--- config.mk ---
export PLATFORM = sky130hd
export DESIGN_NAME = hds_ctrl
export DESIGN_NICKNAME = d
export VERILOG_FILES = /design/src/hds_pkg.sv /design/src/hds_ctrl.sv
export SDC_FILE = /design/constraint.sdc
export NUM_CORES = 1
export LEC_CHECK = 0
export BUFFER_PORTS_ARGS = -buffer_cell sky130_fd_sc_hd__buf_2
export CORE_MARGIN = 4
export CORE_UTILIZATION = 40
export CTS_CLUSTER_SIZE = 20
export DETAILED_ROUTE_END_ITERATION = 7
export SLEW_MARGIN = 20
export SYNTH_ARGS = -nofsm -noshare
export SYNTH_HDL_FRONTEND = slang
export SYNTH_SLANG_ARGS = --single-unit
--- constraint.sdc ---
create_clock -name clock -period 2.4 [get_ports clock]
set_input_delay 0.36 -clock clock [delete_from_list [all_inputs] [get_ports clock]]
set_output_delay 0.36 -clock clock [all_outputs]
set_load 0.005 [all_outputs]
--- src/hds_pkg.sv ---
// Shared types and constants of the heat diffusion stencil block.
// Command and status structs between controller and datapath, register indexes.
// No dependencies.
package hds_pkg;

   // default geometry and number format
   localparam int DEF_MAX_ROWS   = 64;
   localparam int DEF_MAX_COLS   = 32;
   localparam int DEF_TEMP_WIDTH = 24;

   // field and register widths
   localparam int SRC_W      = 16;
   localparam int ROWS_CFG_W = 7;
   localparam int COLS_CFG_W = 6;
   localparam int GAIN_W     = 24;
   localparam int RAD_W      = 32;
   localparam int CSR_IDX_W  = 3;
   localparam int CSR_DATA_W = 32;

   // register indexes
   localparam logic [CSR_IDX_W-1:0] REG_ROWS  = 3'd0;
   localparam logic [CSR_IDX_W-1:0] REG_COLS  = 3'd1;
   localparam logic [CSR_IDX_W-1:0] REG_GAIN  = 3'd2;
   localparam logic [CSR_IDX_W-1:0] REG_SCALE = 3'd3;
   localparam logic [CSR_IDX_W-1:0] REG_RAD   = 3'd4;

   // register reset values
   localparam logic [ROWS_CFG_W-1:0] ROWS_RST  = 7'd50;
   localparam logic [COLS_CFG_W-1:0] COLS_RST  = 6'd25;
   localparam logic [GAIN_W-1:0]     GAIN_RST  = 24'd262843;
   localparam logic [GAIN_W-1:0]     SCALE_RST = 24'd111848;
   localparam logic [RAD_W-1:0]      RAD_RST   = 32'd933880;

   // radiation product is kept in three 32-bit limbs
   localparam logic [1:0] LIMB_TOP   = 2'd2;
   localparam logic [1:0] ROUND_LAST = 2'd3;

   // which stored cell a read fetches
   typedef enum logic [1:0] {
      RD_CENTER = 2'd0,
      RD_NORTH  = 2'd1,
      RD_WEST   = 2'd2,
      RD_EAST   = 2'd3
   } rd_sel_type;

   typedef struct packed {
      logic       accept;
      logic       rd_en;
      rd_sel_type rd_sel;
      logic       absorb_center;
      logic       absorb_nb;
      logic       mul_gain;
      logic       acc_gain;
      logic       mul_src;
      logic       acc_src;
      logic       cond_calc;
      logic       mul_limb;
      logic       add_limb;
      logic [1:0] limb_sel;
      logic       load_out;
      logic       next_k;
      logic       write_cell;
   } cmd_type;

   typedef struct packed {
      logic has_prev;
      logic is_last;
      logic flush_mode;
      logic flush_done;
      logic out_free;
   } status_type;

endpackage

--- src/hds_ctrl.sv ---
// Sequencer of the heat diffusion stencil block.
// Issues datapath commands per state; uses hds_pkg.
module hds_ctrl import hds_pkg::*; (
   input  logic       clock,
   input  logic       reset,
   input  logic       req_valid,
   output logic       req_ready,
   input  status_type status,
   output cmd_type    cmd
);

   typedef enum logic [15:0] {
      ST_IDLE     = 16'h0001,
      ST_START    = 16'h0002,
      ST_RD_CTR   = 16'h0004,
      ST_RD_NORTH = 16'h0008,
      ST_RD_WEST  = 16'h0010,
      ST_RD_EAST  = 16'h0020,
      ST_ABS_EAST = 16'h0040,
      ST_MUL_G    = 16'h0080,
      ST_ACC_G    = 16'h0100,
      ST_MUL_S    = 16'h0200,
      ST_ACC_S    = 16'h0400,
      ST_COND     = 16'h0800,
      ST_MUL_L    = 16'h1000,
      ST_ADD_L    = 16'h2000,
      ST_OUT      = 16'h4000,
      ST_WRITE    = 16'h8000
   } state_type;

   state_type  state_ff, state_in;
   logic [1:0] limb_ff, limb_in;
   logic [1:0] round_ff, round_in;

   always_ff @(posedge clock) begin
      if (reset) begin
         state_ff <= ST_IDLE;
         limb_ff  <= '0;
         round_ff <= '0;
      end else begin
         state_ff <= state_in;
         limb_ff  <= limb_in;
         round_ff <= round_in;
      end
   end

   // next state and commands
   always_comb begin
      state_in     = state_ff;
      limb_in      = limb_ff;
      round_in     = round_ff;
      cmd          = '0;
      cmd.limb_sel = limb_ff;
      req_ready    = 1'b0;
      unique case (state_ff)
         ST_IDLE: begin
            req_ready = 1'b1;
            if (req_valid) begin
               cmd.accept = 1'b1;
               state_in   = ST_START;
            end
         end
         ST_START: begin
            state_in = status.has_prev ? ST_RD_CTR : ST_WRITE;
         end
         ST_RD_CTR: begin
            cmd.rd_en  = 1'b1;
            cmd.rd_sel = RD_CENTER;
            state_in   = ST_RD_NORTH;
         end
         ST_RD_NORTH: begin
            cmd.rd_en         = 1'b1;
            cmd.rd_sel        = RD_NORTH;
            cmd.absorb_center = 1'b1;
            state_in          = ST_RD_WEST;
         end
         ST_RD_WEST: begin
            cmd.rd_en     = 1'b1;
            cmd.rd_sel    = RD_WEST;
            cmd.absorb_nb = 1'b1;
            state_in      = ST_RD_EAST;
         end
         ST_RD_EAST: begin
            cmd.rd_en     = 1'b1;
            cmd.rd_sel    = RD_EAST;
            cmd.absorb_nb = 1'b1;
            state_in      = ST_ABS_EAST;
         end
         ST_ABS_EAST: begin
            cmd.absorb_nb = 1'b1;
            state_in      = ST_MUL_G;
         end
         ST_MUL_G: begin
            cmd.mul_gain = 1'b1;
            state_in     = ST_ACC_G;
         end
         ST_ACC_G: begin
            cmd.acc_gain = 1'b1;
            state_in     = ST_MUL_S;
         end
         ST_MUL_S: begin
            cmd.mul_src = 1'b1;
            state_in    = ST_ACC_S;
         end
         ST_ACC_S: begin
            cmd.acc_src = 1'b1;
            state_in    = ST_COND;
         end
         ST_COND: begin
            cmd.cond_calc = 1'b1;
            limb_in       = '0;
            round_in      = '0;
            state_in      = ST_MUL_L;
         end
         ST_MUL_L: begin
            cmd.mul_limb = 1'b1;
            state_in     = ST_ADD_L;
         end
         ST_ADD_L: begin
            cmd.add_limb = 1'b1;
            state_in     = ST_MUL_L;
            if (limb_ff == LIMB_TOP) begin
               limb_in = '0;
               if (round_ff == ROUND_LAST) begin
                  state_in = ST_OUT;
               end else begin
                  round_in = round_ff + 2'd1;
               end
            end else begin
               limb_in = limb_ff + 2'd1;
            end
         end
         ST_OUT: begin
            if (status.out_free) begin
               cmd.load_out = 1'b1;
               if (!status.flush_mode) begin
                  state_in = ST_WRITE;
               end else if (status.flush_done) begin
                  state_in = ST_IDLE;
               end else begin
                  cmd.next_k = 1'b1;
                  state_in   = ST_RD_CTR;
               end
            end
         end
         ST_WRITE: begin
            cmd.write_cell = 1'b1;
            state_in       = status.is_last ? ST_RD_CTR : ST_IDLE;
         end
         default: begin
            state_in = ST_IDLE;
         end
      endcase
   end

endmodule

# After elaboration in Yosys (flattened, before gate mapping)

Index checks and enable logic that the tools add are counted.
Widths: inputs -> output; s select.

Bits in registers: 20
Bits in latches: 0
RAM bits: 0
ROM bits: 0
Bits of input ports: 8
Output and inout bits: 19
Word-level logic and storage cells: 63
Memories: 0

$add $sub $neg: 2
Multipliers: 0
Divide/modulo/power cells: 0
Magnitude comparators: 0
Equal/unequal tests: 22
Shift-type cells: 0
Multiplexer cells: 32
Bitwise gates (word level): 0
Reduce and logical (&&, ||, !) cells: 4

Operators by type and width:

| kind                 | number |
|---|---|
| $pmux 16 s16         | 1 |
| $mux 16              | 4 |
| $mux 15              | 2 |
| $eq 16x1->1 const B  | 1 |
| $eq 16x10->1 const B | 1 |
| $eq 16x11->1 const B | 1 |
| $eq 16x12->1 const B | 1 |
| $eq 16x13->1 const B | 1 |
| $eq 16x14->1 const B | 1 |
| $eq 16x15->1 const B | 1 |
| $eq 16x16->1 const B | 1 |
| $eq 16x2->1 const B  | 1 |
| $eq 16x3->1 const B  | 1 |
| $eq 16x4->1 const B  | 1 |
| $eq 16x5->1 const B  | 1 |
| $eq 16x6->1 const B  | 1 |
| $eq 16x7->1 const B  | 1 |
| $eq 16x8->1 const B  | 1 |
| $eq 16x9->1 const B  | 1 |
| $mux 1               | 15 |
| $pmux 3 s4           | 1 |
| $mux 2               | 5 |
| $ne 2x2->1 const B   | 4 |
| $pmux 2 s2           | 2 |
| 7 further kinds      | 10 |

# Longest topological paths before layout

Word-level depth: 4
Gate-level depth with buffers: 7
Gate-level depth less buffers: 5

# Least setup slack after synthesis

Ideal clock, no wire load.

Path type: reg2out
Start: reg state_ff[4]
End: out cmd[1] in the netlist's numbering
Arrival: 2,037 ps
Required time: 2,040 ps
Path slack: 3 ps
Cell stages (with the launch flop): 8
Path buffers: 2
Path through: dfxtp_1 > buf_6 > or4_4 > buf_6 > nor4_4 > nand3_2 > or3b_4 > nor2_1

RTL lines:

| item                     | RTL line       | source |
|---|---|---|
| start: declaration       | hds_ctrl.sv:31 | `state_type state_ff, state_in;` |
| start signal: assignment | hds_ctrl.sv:41 | `state_ff <= state_in;` |
| end: declaration         | hds_ctrl.sv:9  | `output cmd_type cmd` |

==> reports/summary.txt <==
outcome = finished with violations
violated checks = setup timing
Top-Level Pins = 27
standard-cell row count = 20
Clock Latency Late Sink = 0.30 ns
leading area contributor after synthesis = sky130_fd_sc_hd__dfxtp_1
layout cell share with drive strength beyond 1 = 42.4%
final hold viol count = 0
cells taking the most area after synthesis = sky130_fd_sc_hd__dfxtp_1, sky130_fd_sc_hd__nor2_1, sky130_fd_sc_hd__nor3_1
n_diodes = 0
placer congestion estimate = 0.894
synthesized area = 0.00132 mm²
total congestion overflow after global routing = 0
unrepaired setup endpoints after global routing = true
required time reported for the critical path endpoint = 2.04 ns
TritonCTS buffer count = 3
share of the clock period used by the worst path after layout = 110%
proportion of register bits with asynchronous set or reset after synthesis = 0%
Total Routing Usage GR = 17.6%
Wirelength per Cell = 14.7 µm
post-layout util = 59.8%
class of the most critical hold timing path = primary input to register
cell types with the highest counts after synthesis = sky130_fd_sc_hd__dfxtp_1, sky130_fd_sc_hd__nor2_1, sky130_fd_sc_hd__nand2_1, sky130_fd_sc_hd__nor3_1, sky130_fd_sc_hd__a21oi_1
area of the core = 0.00310 mm²
leakage power figure = 0.000818 µW
DP Wirelength = 2790 µm
worst setup path class = register to output port
Area growth, synth to finish = 40.7%
first-pass detailed-route iteration total = 4
type of element launching the critical path = register
number of global-route vias before repair = 1,355
Slew headroom = 71.4%
placed cell areas = 0.00163 mm²
fin area = 0.00186 mm²
register bit count reported by yosys = 20
Max FO, Critical Path = 3
Fmax = 0.379 GHz
number of flops mapped to enable cells by yosys = 0
antenna violations before repair = 0
Longest Clk Path Bufs = 2
leading cell type by number of instances after synthesis = sky130_fd_sc_hd__dfxtp_1
Period minus WS final = 2.64 ns
clock tree from TritonCTS = built
DP Cell Count = 247
count of input and output buffers = 26
DRC violation count after routing = 0
share of Yosys cell area claimed by the top area cell type = 30.4%
largest net degree at the start of global routing = 12
post-route total power = 682 µW
initial cell density of the core = 42.5%
clock skew after layout = 0.00383 ns
setup violators final = 6
synthesized area divided by synthesized cell count = 7.99 µm²
Layout Cells excl Fill = 261
Critical Path Sink Type = output port
chip height = 65.4 µm
total die area = 0.00428 mm²
clock sinks = 20
clk root buf = sky130_fd_sc_hd__clkbuf_4
residual antenna-violating net count after detailed routing = 0
Least-Margin Pin Slew = 0.424 ns
share of synthesized area occupied by flip-flops and latches = 30.4%
crit path DAT = 2.28 ns
total number of vias = 1,450
global-route wire length before repair = 5880 µm
# H-tree levels = 1
flip-flop cell with the highest count after synthesis = sky130_fd_sc_hd__dfxtp_1
hold bufs inserted after CTS = 0
power per cell area = 367 mW/mm²
Final WS setup = -0.236 ns
Net count, final = 227
CTS clock-pin slew for the worst setup and hold paths = 0.11 ns
Max Slew Vio Count = 0
Syn Inst Count = 165
Iteration-0 DRC Markers = 78
number of max-capacitance violations reported = 0
setup TNS = -0.738 ns
Avg Vias per Cell = 5.56
number of nets produced by synthesis = 174
number of distinct library cells after synthesis = 41
final routed wirelength across all metal layers = 3830 µm
number of warning messages in the yosys log = 0
Die Span X = 65.4 µm
worst supply voltage drop on vdd = 0.267 mV
## worst paths after layout
check | endpoint | cells past startpoint | startpoint | slack, ns
min reg2reg | round_ff[1] | 2 | round_ff[1] | 0.47
max reg2reg | state_ff[13] | 8 | state_ff[4] | 0.21
min | round_ff[1] | 2 | reset | 0.30
max | cmd[1] | 6 | state_ff[8] | -0.24
## registers in the layout, summed over array words and instances, names as in the netlist
| name | count |
|---|---|
| limb_ff | 2 |
| state_ff | 16 |
| round_ff | 2 |
## metal layers
metal	share of wire [%]	GRT usage [%]	up-vias	wire (µm)
met2	52	32.9	35	1980
met5	0	0	-	0
met1	40	20.1	684	1540
met3	3.6	2.39	14	138
met4	4.5	6.74	0	172
li1	-	-	717	-
## cell families (layout without fill, tap and decap cells)
kind of cell,Yosys count,after routing,synth area share (%)
compound gates,18,18,9.11
buf+inv,18,70,7.02
xor+xnor,8,8,5.31
mux,1,1,0.759
fa+ha+maj,1,1,0.949
simple gates,99,99,46.5
flops,20,20,30.4
## stage by stage
stage / hold slack, ns / setup slack, ns
floorplan: 0.429 / 0.00290
global placement: 0.446 / 0.0822
detailed placement: 0.459 / -0.00667
CTS: 0.308 / -0.190
global route: 0.326 / -0.318
finish: 0.305 / -0.236
## layout make-up
class | count | area (µm²)
timing repair buffer | 61 | 429
tap | 44 | 55.1
sequential | 20 | 404
clock buffer | 4 | 36.3
fill | 291 | 1250
multi-input combinational | 127 | 912
inverter | 5 | 18.8
## critical path: stages, from the launching register on
cell                      delay (ns)
sky130_fd_sc_hd__dfxtp_1        0.33
sky130_fd_sc_hd__or4_4          0.57
sky130_fd_sc_hd__nor4_4         0.31
sky130_fd_sc_hd__nand3_2        0.14
sky130_fd_sc_hd__or3b_4         0.43
sky130_fd_sc_hd__nor2_2         0.09
sky130_fd_sc_hd__buf_2          0.11
## power by group
group	internal [µW]	leakage (µW)	switching [µW]
Clock	92.5	0.0000210	104
Combinational	74.1	0.000634	73.7
Sequential	335	0.000163	2.21
## cells in the final DEF (no fill, tap or decap), types with 5 or more instances in the layout
| master | instances |
|---|---|
| sky130_fd_sc_hd__a21oi_1 | 9 |
| sky130_fd_sc_hd__and3_1 | 5 |
| sky130_fd_sc_hd__buf_2 | 24 |
| sky130_fd_sc_hd__buf_4 | 31 |
| sky130_fd_sc_hd__buf_6 | 5 |
| sky130_fd_sc_hd__dfxtp_1 | 17 |
| sky130_fd_sc_hd__inv_1 | 5 |
| sky130_fd_sc_hd__nand2_1 | 11 |
| sky130_fd_sc_hd__nand3_1 | 6 |
| sky130_fd_sc_hd__nand4_1 | 6 |
| sky130_fd_sc_hd__nor2_1 | 18 |
| sky130_fd_sc_hd__nor3_1 | 10 |
| sky130_fd_sc_hd__nor4_1 | 7 |
## repair_timing
action,in CTS,in global routing
pin swaps,5,7
setup endpoints to repair,8,12
resized for setup,12,12
buffers inserted,4,6
(Power assumes the default switching activity.)
